$ cat config.mk
export PLATFORM = sky130hd
export DESIGN_NAME = bsgf_ctrl
export DESIGN_NICKNAME = d
export VERILOG_FILES = /design/src/hdl/bsgf_pkg.sv /design/src/hdl/bsgf_ctrl.sv
export SDC_FILE = /design/constraint.sdc
export NUM_CORES = 1
export LEC_CHECK = 0
export ABC_AREA = 1
export BUFFER_PORTS_ARGS = -buffer_cell sky130_fd_sc_hd__buf_2
export CAP_MARGIN = 40
export CORE_UTILIZATION = 40
export CTS_CLUSTER_SIZE = 16
export DETAILED_ROUTE_END_ITERATION = 12
export GPL_ROUTABILITY_DRIVEN = 0
export GPL_TIMING_DRIVEN = 1
export PLACE_DENSITY = 0.68
export SLEW_MARGIN = 40
export SYNTH_ARGS = -nofsm -noshare
export SYNTH_HDL_FRONTEND = slang
export SYNTH_SLANG_ARGS = --single-unit
$ cat constraint.sdc
create_clock -name clk -period 4.4 [get_ports clk]
set_input_delay 0.22 -clock clk [delete_from_list [all_inputs] [get_ports clk]]
set_output_delay 0.22 -clock clk [all_outputs]
set_load 0.02 [all_outputs]
$ cat src/hdl/bsgf_pkg.sv
// shared types, constants and state encoding for the body section gap finder
package bsgf_pkg;

    // default sizes of the tables
    localparam int SECTIONS_DEF = 64;
    localparam int BODIES_DEF   = 256;
    localparam int SEGMENTS_DEF = 1024;

    // field widths of a transaction
    localparam int ACT_FW  = 2;
    localparam int SEC_FW  = 6;
    localparam int SEG_FW  = 10;
    localparam int BODY_FW = 8;

    // action codes
    localparam logic [ACT_FW-1:0] ACT_LOAD   = 2'd0;
    localparam logic [ACT_FW-1:0] ACT_RECORD = 2'd1;
    localparam logic [ACT_FW-1:0] ACT_QUERY  = 2'd2;

    // input transaction
    typedef struct packed {
        logic [ACT_FW-1:0]  action;
        logic [SEC_FW-1:0]  section;
        logic [SEG_FW-1:0]  segment_id;
        logic [BODY_FW-1:0] body_id;
    } in_item_t;

    // result transaction
    typedef struct packed {
        logic [SEC_FW-1:0]  gap_section;
        logic [BODY_FW-1:0] gap_body;
        logic               gap_found;
        logic               last;
    } out_item_t;

    // memory port controls from the sequencer
    typedef struct packed {
        logic seg_we;
        logic seg_re;
        logic body_we;
        logic body_re;
    } mem_ctl_t;

    // sequencer states
    typedef enum logic [3:0] {
        ST_CLEAR,
        ST_IDLE,
        ST_LOAD,
        ST_SEG_RD,
        ST_BODY_RD,
        ST_UPDATE,
        ST_Q_RD,
        ST_Q_CHK,
        ST_SCAN,
        ST_FIN
    } state_t;

endpackage

$ cat src/hdl/bsgf_ctrl.sv
// sequencer with the shared section scan and range update unit
module bsgf_ctrl #(
    parameter int SECTIONS = bsgf_pkg::SECTIONS_DEF,
    parameter int BODIES   = bsgf_pkg::BODIES_DEF,
    parameter int SEGMENTS = bsgf_pkg::SEGMENTS_DEF
) (
    input  logic                                           clk,
    input  logic                                           rst_n,
    input  logic                                           item_valid,
    output logic                                           item_stall,
    input  bsgf_pkg::in_item_t                             item,
    output logic                                           res_valid,
    input  logic                                           res_ready,
    output bsgf_pkg::out_item_t                            res,
    output bsgf_pkg::mem_ctl_t                             mem_ctl,
    output logic [$clog2(SEGMENTS)-1:0]                    seg_addr,
    output logic [bsgf_pkg::BODY_FW-1:0]                   seg_wdata,
    input  logic [bsgf_pkg::BODY_FW-1:0]                   seg_rdata,
    output logic [$clog2(BODIES)-1:0]                      body_addr,
    output logic [SECTIONS+2*bsgf_pkg::SEC_FW:0]           body_wdata,
    input  logic [SECTIONS+2*bsgf_pkg::SEC_FW:0]           body_rdata
);
    import bsgf_pkg::*;

    localparam int SEG_AW    = $clog2(SEGMENTS);
    localparam int BODY_AW   = $clog2(BODIES);
    localparam int SEC_W     = $clog2(SECTIONS);
    localparam int ENT_W     = SECTIONS + 2 * SEC_FW + 1;
    localparam int CLR_DEPTH = (SEGMENTS > BODIES) ? SEGMENTS : BODIES;
    localparam int CLR_AW    = $clog2(CLR_DEPTH);

    state_t state_reg, state_next;

    logic [CLR_AW-1:0]   clr_cnt_reg;
    in_item_t            item_reg;
    logic [BODY_AW-1:0]  body_idx_reg;
    logic [SECTIONS-1:0] bits_reg;
    logic [SEC_FW-1:0]   z_reg;
    logic [SEC_FW-1:0]   hi_reg;
    logic [SEC_FW-1:0]   pend_reg;
    logic                pend_valid_reg;

    // fields of the record read back
    logic                ent_seen;
    logic [SEC_FW-1:0]   ent_lo;
    logic [SEC_FW-1:0]   ent_hi;
    logic [SECTIONS-1:0] ent_bits;

    logic                seg_ok;
    logic [BODY_FW-1:0]  rec_body;
    logic                rec_ok;
    logic                q_ok;
    logic                q_hit;
    logic [SECTIONS-1:0] sec_bit;
    logic [SECTIONS-1:0] new_bits;
    logic [SEC_FW-1:0]   new_lo;
    logic [SEC_FW-1:0]   new_hi;
    logic                gap;
    logic                step_go;
    logic                clr_done;

    assign ent_seen = body_rdata[ENT_W-1];
    assign ent_lo   = body_rdata[ENT_W-2 -: SEC_FW];
    assign ent_hi   = body_rdata[ENT_W-2-SEC_FW -: SEC_FW];
    assign ent_bits = body_rdata[SECTIONS-1:0];

    // range checks and record lookup
    assign seg_ok   = 32'(item_reg.segment_id) < 32'(SEGMENTS);
    assign rec_body = seg_ok ? seg_rdata : '0;
    assign rec_ok   = (32'(item_reg.section) < 32'(SECTIONS))
                      && (32'(rec_body) < 32'(BODIES));
    assign q_ok     = 32'(item_reg.body_id) < 32'(BODIES);
    assign q_hit    = q_ok && ent_seen;

    // record update: set presence bit, widen the range
    assign sec_bit  = {{(SECTIONS-1){1'b0}}, 1'b1} << item_reg.section;
    assign new_bits = (ent_seen ? ent_bits : '0) | sec_bit;
    assign new_lo   = (!ent_seen || item_reg.section < ent_lo) ? item_reg.section : ent_lo;
    assign new_hi   = (!ent_seen || item_reg.section > ent_hi) ? item_reg.section : ent_hi;

    // scan step: a gap found while one is pending pushes the pending one out
    assign gap      = !bits_reg[z_reg[SEC_W-1:0]];
    assign step_go  = !(gap && pend_valid_reg) || res_ready;
    assign clr_done = clr_cnt_reg == CLR_AW'(CLR_DEPTH - 1);

    // next state
    always_comb
    begin
        state_next = state_reg;
        unique case (state_reg)
            ST_CLEAR:
            begin
                if (clr_done)
                begin
                    state_next = ST_IDLE;
                end
            end
            ST_IDLE:
            begin
                if (item_valid)
                begin
                    unique case (item.action)
                        ACT_LOAD:   state_next = ST_LOAD;
                        ACT_RECORD: state_next = ST_SEG_RD;
                        ACT_QUERY:  state_next = ST_Q_RD;
                        default:    state_next = ST_IDLE;
                    endcase
                end
            end
            ST_LOAD:    state_next = ST_IDLE;
            ST_SEG_RD:  state_next = ST_BODY_RD;
            ST_BODY_RD: state_next = rec_ok ? ST_UPDATE : ST_IDLE;
            ST_UPDATE:  state_next = ST_IDLE;
            ST_Q_RD:    state_next = ST_Q_CHK;
            ST_Q_CHK:   state_next = q_hit ? ST_SCAN : ST_FIN;
            ST_SCAN:
            begin
                if (step_go && z_reg == hi_reg)
                begin
                    state_next = ST_FIN;
                end
            end
            ST_FIN:
            begin
                if (res_ready)
                begin
                    state_next = ST_IDLE;
                end
            end
            default:    state_next = ST_IDLE;
        endcase
    end

    // outputs per state
    always_comb
    begin
        item_stall = 1'b1;
        mem_ctl    = '0;
        seg_addr   = SEG_AW'(item_reg.segment_id);
        seg_wdata  = item_reg.body_id;
        body_addr  = BODY_AW'(item_reg.body_id);
        body_wdata = {1'b1, new_lo, new_hi, new_bits};
        res_valid  = 1'b0;
        res        = '{gap_section: pend_reg, gap_body: item_reg.body_id,
                       gap_found: 1'b1, last: 1'b0};
        unique case (state_reg)
            ST_CLEAR:
            begin
                mem_ctl.seg_we  = 32'(clr_cnt_reg) < 32'(SEGMENTS);
                mem_ctl.body_we = 32'(clr_cnt_reg) < 32'(BODIES);
                seg_addr        = clr_cnt_reg[SEG_AW-1:0];
                seg_wdata       = '0;
                body_addr       = clr_cnt_reg[BODY_AW-1:0];
                body_wdata      = '0;
            end
            ST_IDLE:
            begin
                item_stall = 1'b0;
            end
            ST_LOAD:
            begin
                mem_ctl.seg_we = seg_ok;
            end
            ST_SEG_RD:
            begin
                mem_ctl.seg_re = 1'b1;
            end
            ST_BODY_RD:
            begin
                mem_ctl.body_re = rec_ok;
                body_addr       = BODY_AW'(rec_body);
            end
            ST_UPDATE:
            begin
                mem_ctl.body_we = 1'b1;
                body_addr       = body_idx_reg;
            end
            ST_Q_RD:
            begin
                mem_ctl.body_re = 1'b1;
            end
            ST_Q_CHK:
            begin
                res_valid = 1'b0;
            end
            ST_SCAN:
            begin
                res_valid = gap && pend_valid_reg;
            end
            ST_FIN:
            begin
                res_valid = 1'b1;
                res.last  = 1'b1;
                if (!pend_valid_reg)
                begin
                    res.gap_section = '0;
                    res.gap_found   = 1'b0;
                end
            end
            default:
            begin
                item_stall = 1'b1;
            end
        endcase
    end

    // control registers
    always_ff @(posedge clk or negedge rst_n)
    begin
        if (!rst_n)
        begin
            state_reg      <= ST_CLEAR;
            clr_cnt_reg    <= '0;
            pend_valid_reg <= 1'b0;
        end
        else
        begin
            state_reg <= state_next;
            if (state_reg == ST_CLEAR)
            begin
                clr_cnt_reg <= clr_cnt_reg + CLR_AW'(1);
            end
            if (state_reg == ST_Q_CHK)
            begin
                pend_valid_reg <= 1'b0;
            end
            else if (state_reg == ST_SCAN && step_go && gap)
            begin
                pend_valid_reg <= 1'b1;
            end
        end
    end

    // datapath registers
    always_ff @(posedge clk)
    begin
        if (state_reg == ST_IDLE && item_valid)
        begin
            item_reg <= item;
        end
        if (state_reg == ST_BODY_RD)
        begin
            body_idx_reg <= BODY_AW'(rec_body);
        end
        if (state_reg == ST_Q_CHK)
        begin
            bits_reg <= ent_bits;
            z_reg    <= ent_lo;
            hi_reg   <= ent_hi;
        end
        if (state_reg == ST_SCAN && step_go)
        begin
            if (gap)
            begin
                pend_reg <= z_reg;
            end
            if (z_reg != hi_reg)
            begin
                z_reg <= z_reg + SEC_FW'(1);
            end
        end
    end

endmodule

==> summary.txt, run 1 <==
Cell Pwr Density = 621 nW/µm²
Clock Sinks = 129
Post-Synthesis Net Count = 981
Crit path capture type = primary output
DP Worst Slack = 1670 ps
DRT iter0 DRCs = 795
Non-Filler Instances = 1365
Relative slew slack = 0.437
Cell count after synthesis = 853
Number of global-route vias before repair = 6712
Final net count = 1252
Ys async rst share = 0.116
Crit path launch type = register
Yosys warns = 0
Total CTS buffers = 17
H-tree level count = 4
Status = completed
Largest register FFs = 64
Io pins = 240
Vias = 7290
Setup TNS = 0 ps
Leakage = 4.38 nW
Origin of the critical flop-to-flop path = z_reg[0]
WL/cell = 18.5 µm
Width of the die = 137 µm
Total Wirelength = 25200 µm
Grt ovf = 0
Synth Area per Inst = 8.51 µm²
Cell variety after synth = 39
Fmax = 306 MHz
First-pass GRT wire length = 37600 µm
CP required = 4180 ps
Top_reg_cell synth = edfxtp_1
Antenna violation net count after detailed routing = 0
Num rows = 48
Seq cells post-synth = 129
Max FO, Critical Path = 23
Die H = 137 µm
Hold Violations, Final = 0
Die area = 18700 µm²
Worst Setup Slack, final = 1140 ps
Post-synthesis sequential area ratio = 0.515
Cells after DPL = 1269
Post-Syn Area = 7260 µm²
EDFF count, synth = 108
Measured slew at the worst slew-check pin = 845 ps
Initial Util = 0.414
Worst Path Arrival = 3040 ps
Worst-path clk slew = 60 ps
Setup-failing EPs final = 0
Overall power = 0.00607 W
Initial antenna violation count = 2
Longest Clk Path Bufs = 2
Peak supply drop = 0.435 mV
Pin count of the biggest net entering global routing = 79
Count of pins over their slew limit = 0
Final period utilization = 0.742
Worst Hold Class = input pin to register
Post-CTS Setup Bufs = 0
CTS tree = done
Clk root buf = clkbuf_16
Core Box Area = 17500 µm²
Vias per cell = 5.34
Worst Hold Launch = body_rdata[26]
HPWL after DPL = 17900 µm
PortBufs = 239
DRC Markers = 0
Setup crit start = item_reg[21]
Critical path class = register to primary output
RSZ-0062 raised after global routing = no
Share of cells above drive strength 1 = 0.264
Worst-skew pair later-pin latency = 430 ps
Clock skew = 9.22 ps
Min Tclk post-route = 3260 ps
Layout area overhead = 34.5%
MaxCap Viol Count = 0
TritonRoute pass-1 iters = 5
Total Routing Usage GR = 0.274
[critical path, stage by stage, from the launching register on]
cell and delay, ps:
edfxtp_1 880, ha_1 380, nand2_1 70, nor2_1 60
a221oi_1 240, o21ai_0 130, o21ai_0 150, nand2_1 210
o21ai_0 220, a21oi_1 70, buf_2 210
[final cells by class]
class | count | area (µm²)
diodes | 3 | 7.51
repair buffers | 311 | 1910
inverters | 77 | 295
well taps | 225 | 282
clock inverters | 14 | 155
clock buffers | 18 | 429
multi-input cells | 588 | 2950
flip-flops and latches | 129 | 3740
fillers | 1623 | 7770
[final timing paths]
path                                  endpoint  slack, ps  cells after the start
worst min-delay path              bits_reg[26]         10                      1
worst min register to register  clr_cnt_reg[8]        540                      1
worst max register to register     pend_reg[2]       1870                     11
worst max-delay path            body_wdata[67]       1140                     10
max in group asynchronous       clr_cnt_reg[0]       3900                      2
min in group asynchronous       clr_cnt_reg[6]        240                      2
[power breakdown]
group          internal, W  switching, W  total (W)  leakage [nW]
logic             0.000860       0.00209    0.00295          2.88
clock network     0.000842      0.000559    0.00140         0.282
registers          0.00151      0.000208    0.00172          1.22
[kinds of logic after synthesis]
| group | count (synthesis) | share of synthesized area |
|---|---|---|
| DFF | 129 | 0.515 |
| buffers and inverters | 136 | 0.0842 |
| adders and majority gates | 13 | 0.0224 |
| xor gates and xnor gates | 18 | 0.0217 |
| and+or+nand+nor | 420 | 0.254 |
| AOI/OAI and AO/OA | 137 | 0.103 |
[stage by stage]
step	hold slack, ps	utilization	cell area, µm²
finish	12.2	0.557	9770
CTS	1.35	0.555	9730
floorplan	-75.6	-	7260
detailed placement	146	0.488	8560
global route	0.278	0.557	9760
global placement	148	0.485	8510
[synth_stat cells (3+ instances only)]
library cell	instances	area [µm²]
xnor2_1	3	26.3
edfxtp_1	108	3240
dfxtp_1	6	120
buf_6	7	78.8
inv_1	72	270
nand2_1	197	739
nor2_1	99	372
o21ai_0	34	170
nand4_1	49	307
o21ai_1	8	40.0
clkinv_1	3	11.3
dfrtp_1	15	375
nand3_1	59	295
nor3_1	6	30.0
a21oi_1	71	355
xor2_1	15	131
a22oi_1	16	120
ha_1	13	163
buf_4	11	82.6
clkbuf_1	33	124
buf_1	6	22.5
[cell usage in the layout, fill, tap and decap left out, types with 5 or more instances in the layout]
| cell type | count |
|---|---|
| a21oi_1 | 71 |
| a22oi_1 | 16 |
| buf_2 | 239 |
| buf_4 | 10 |
| clkbuf_16 | 17 |
| dfrtp_1 | 15 |
| dfxtp_1 | 6 |
| dlygate4sd3_1 | 61 |
| edfxtp_1 | 108 |
| ha_1 | 13 |
| inv_1 | 70 |
| inv_6 | 5 |
| nand2_1 | 197 |
| nand3_1 | 59 |
| nand4_1 | 49 |
| nor2_1 | 96 |
| o21ai_0 | 34 |
| o21ai_1 | 8 |
| xor2_1 | 15 |
[repair_timing]
item                      CTS  global route
hold buffers               58             3
gates resized for setup     0             0
hold endpoints to repair   72             3
[routing by layer]
| layer | up-vias | GRT usage | wire, µm |
|---|---|---|---|
| met2 | 383 | 0.424 | 11800 |
| met5 | - | 0 | 0 |
| li1 | 3454 | - | - |
| met3 | 57 | 0.0544 | 2140 |
| met4 | 0 | 0.109 | 740 |
| met1 | 3396 | 0.376 | 10500 |
Power figures use the tool's default switching activity.
==> inputs of run 2 (changes only) <==
Settings changed: PLACE_DENSITY 0.68 to 0.7.
Clock period 4.4 ns to 2.9 ns, I/O delays scaled along.
==> run 2 against run 1 <==
  * Hold slack improved by 56 ps
  * Largest cell class unchanged
  * Sequential cell count did not move
  * Sequential power rose by 47%
  * Critical path type unchanged
==> summary.txt, run 2 (synthesis results as in run 1) <==
Io pins = 240 (unchanged)
First-pass GRT wire length = 38600 µm (+2.6%)
Met3 global-route usage = 0.0796 (+0.0252)
Clock skew = 9.49 ps (+0.277 ps)
Die area = 18700 µm² (unchanged)
Final period utilization = 0.944
Fmax = 365 MHz
WL/cell = 18.3 µm (-0.87%)
Critical path class = register to primary output
Clk root buf = clkbuf_16
Worst Hold Launch = item_valid
Pin count of the biggest net entering global routing = 60 (-24%)
Leakage = 4.61 nW (+5.1%)
Multi-input logic area = 2930 µm² (-0.68%)
FILL cells = 1547 (-4.7%)
Peak supply drop = 0.628 mV (+44%)
R2R Setup Slk = 590 ps (-1280 ps)
Number of global-route vias before repair = 7080 (+5.5%)
PortBufs = 239 (unchanged)
Count of pins over their slew limit = 0 (unchanged)
Total Routing Usage GR = 0.280 (+0.00657)
Origin of the critical flop-to-flop path = z_reg[1]
Num rows = 48 (unchanged)
Total Wirelength = 26000 µm (+3.2%)
DRC Markers = 0 (unchanged)
Met2 Resource Use GR = 0.431 (+0.00761)
Status = completed
Most common cell after layout, fill and taps aside = buf_2
Setup TNS = 0 ps (unchanged)
Area after DPL = 8630 µm² (+0.75%)
Worst Hold Class = input pin to register
Worst-path cell chain = ha_1 -> nand2_1 -> nor2_1 -> a221oi_1 -> o21ai_0 -> o21ai_0 -> nand2_2 -> o21ai_0 -> a21oi_1 -> buf_2
Antenna violation net count after detailed routing = 0 (unchanged)
Cell mode on critical path = o21ai_0
Die H = 137 µm (unchanged)
Sequential cell area = 3740 µm² (unchanged)
Worst-skew pair later-pin latency = 430 ps (about the same)
Worst Path Arrival = 2590 ps (-450 ps)
Initial antenna violation count = 2 (unchanged)
Vias = 7562 (+3.7%)
Relative slew slack = 0.575 (+0.139)
CP endpoint = body_wdata[69]
Min Tclk post-route = 2740 ps
Initial Util = 0.414 (unchanged)
H-tree level count = 4 (unchanged)
TritonRoute pass-1 iters = 7 (+2)
CTS tree = done
Total CTS buffers = 17 (unchanged)
Crit-path max cell delay = 480 ps (-400 ps)
Grt ovf = 0 (unchanged)
Vias per cell = 5.32 (-0.36%)
Measured slew at the worst slew-check pin = 637 ps (-208 ps)
Cell Pwr Density = 901 nW/µm² (+45%)
CP max stage cell = edfxtp_1
Setup-failing EPs final = 0 (unchanged)
Layout area overhead = 41.5%
Routing usage on met1 = 0.358 (-0.0179)
Core Box Area = 17500 µm² (unchanged)
Reg2Reg Capture Point = pend_reg[2]
Worst r2r path cells = 10 (-1)
Share of cells above drive strength 1 = 0.260 (-0.00400)
Largest register FFs = 64 (unchanged)
Crit path launch type = register
Worst-path clk slew = 60 ps (about the same)
Max FO, Critical Path = 12 (-48%)
Hold Violations, Final = 0 (unchanged)
Crit path capture type = primary output
Final net count = 1308 (+4.5%)
MaxCap Viol Count = 0 (unchanged)
Finished Cell Area = 10300 µm² (+5.2%)
DRT iter0 DRCs = 728 (-8.4%)
HPWL after DPL = 18400 µm (+2.7%)
Setup crit start = item_reg[22]
Commonest non-fill, non-tap cells in the layout = 239 x buf_2, 196 x nand2_1, 108 x edfxtp_1
Width of the die = 137 µm (unchanged)
GRT Max-Usage Layer = met2
Clock Sinks = 129 (unchanged)
CP required = 2760 ps (-1420 ps)
Longest Clk Path Bufs = 2 (unchanged)
run 2: stage by stage:
| stage | setup WS [ps] | utilization | std cells | hold slack (ps) | power, W |
|---|---|---|---|---|---|
| finish | 162 | 0.586 | 1421 | 67.7 | 0.00926 |
| global route | -60.3 | 0.586 | 1420 | 128 | 0.00976 |
| CTS | 131 | 0.584 | 1415 | 57.0 | 0.00917 |
| detailed placement | 590 | 0.492 | 1280 | 75.2 | 0.00695 |
| global placement | 658 | 0.492 | 1280 | 75.5 | 0.00692 |
| floorplan | 514 | - | 853 | -151 | 0.00562 |
run 2: metal layers:
metal  vias up  routed length [µm]
met4         0                1150
li1       3567                   -
met3        87                2620
met2       441               12000
met1      3467               10300
met5         -                   0
run 2: worst min path at each step:
stage                          end  slack [ps]  depth (start not counted)
CTS                   state_reg[0]          60                          4
global placement      state_reg[2]          80                          1
detailed placement    state_reg[2]          80                          1
finish                state_reg[0]          70                          4
global route          state_reg[0]         130                          4
floorplan           clr_cnt_reg[0]        -150                          0
run 2: cell type report:
type	count	area share
tap	225	0.0274
multi-input combinational	588	0.285
sequential	129	0.364
inverter	77	0.0290
clock inverter	14	0.0139
clock buffer	18	0.0427
timing repair buffer	367	0.237
antenna	3	0.000730
run 2: what timing repair did:
| item | 4_1_cts | 5_1_grt |
|---|---|---|
| gates resized for setup | 0 | 4 |
| hold buffers | 103 | 0 |
| hold endpoints to repair | 117 | 0 |
| endpoints found under the setup margin | 0 | 7 |
| buffers inserted | 0 | 3 |
run 2: report_power, final:
part / switching (W) / internal (W)
sequential: 0.000237 / 0.00229
combinational: 0.00320 / 0.00142
clock: 0.000880 / 0.00123
total: 0.00432 / 0.00494
run 2: worst max-delay path: cells and delay by family, from the launching register on:
| family | cells | cell delay (ps) |
|---|---|---|
| adder cells (fa/ha/maj) | 1 | 330 |
| buffers and inverters | 1 | 170 |
| AO/OA/AOI/OAI | 5 | 850 |
| AND/OR/NAND/NOR | 3 | 340 |
| flip-flops | 1 | 480 |
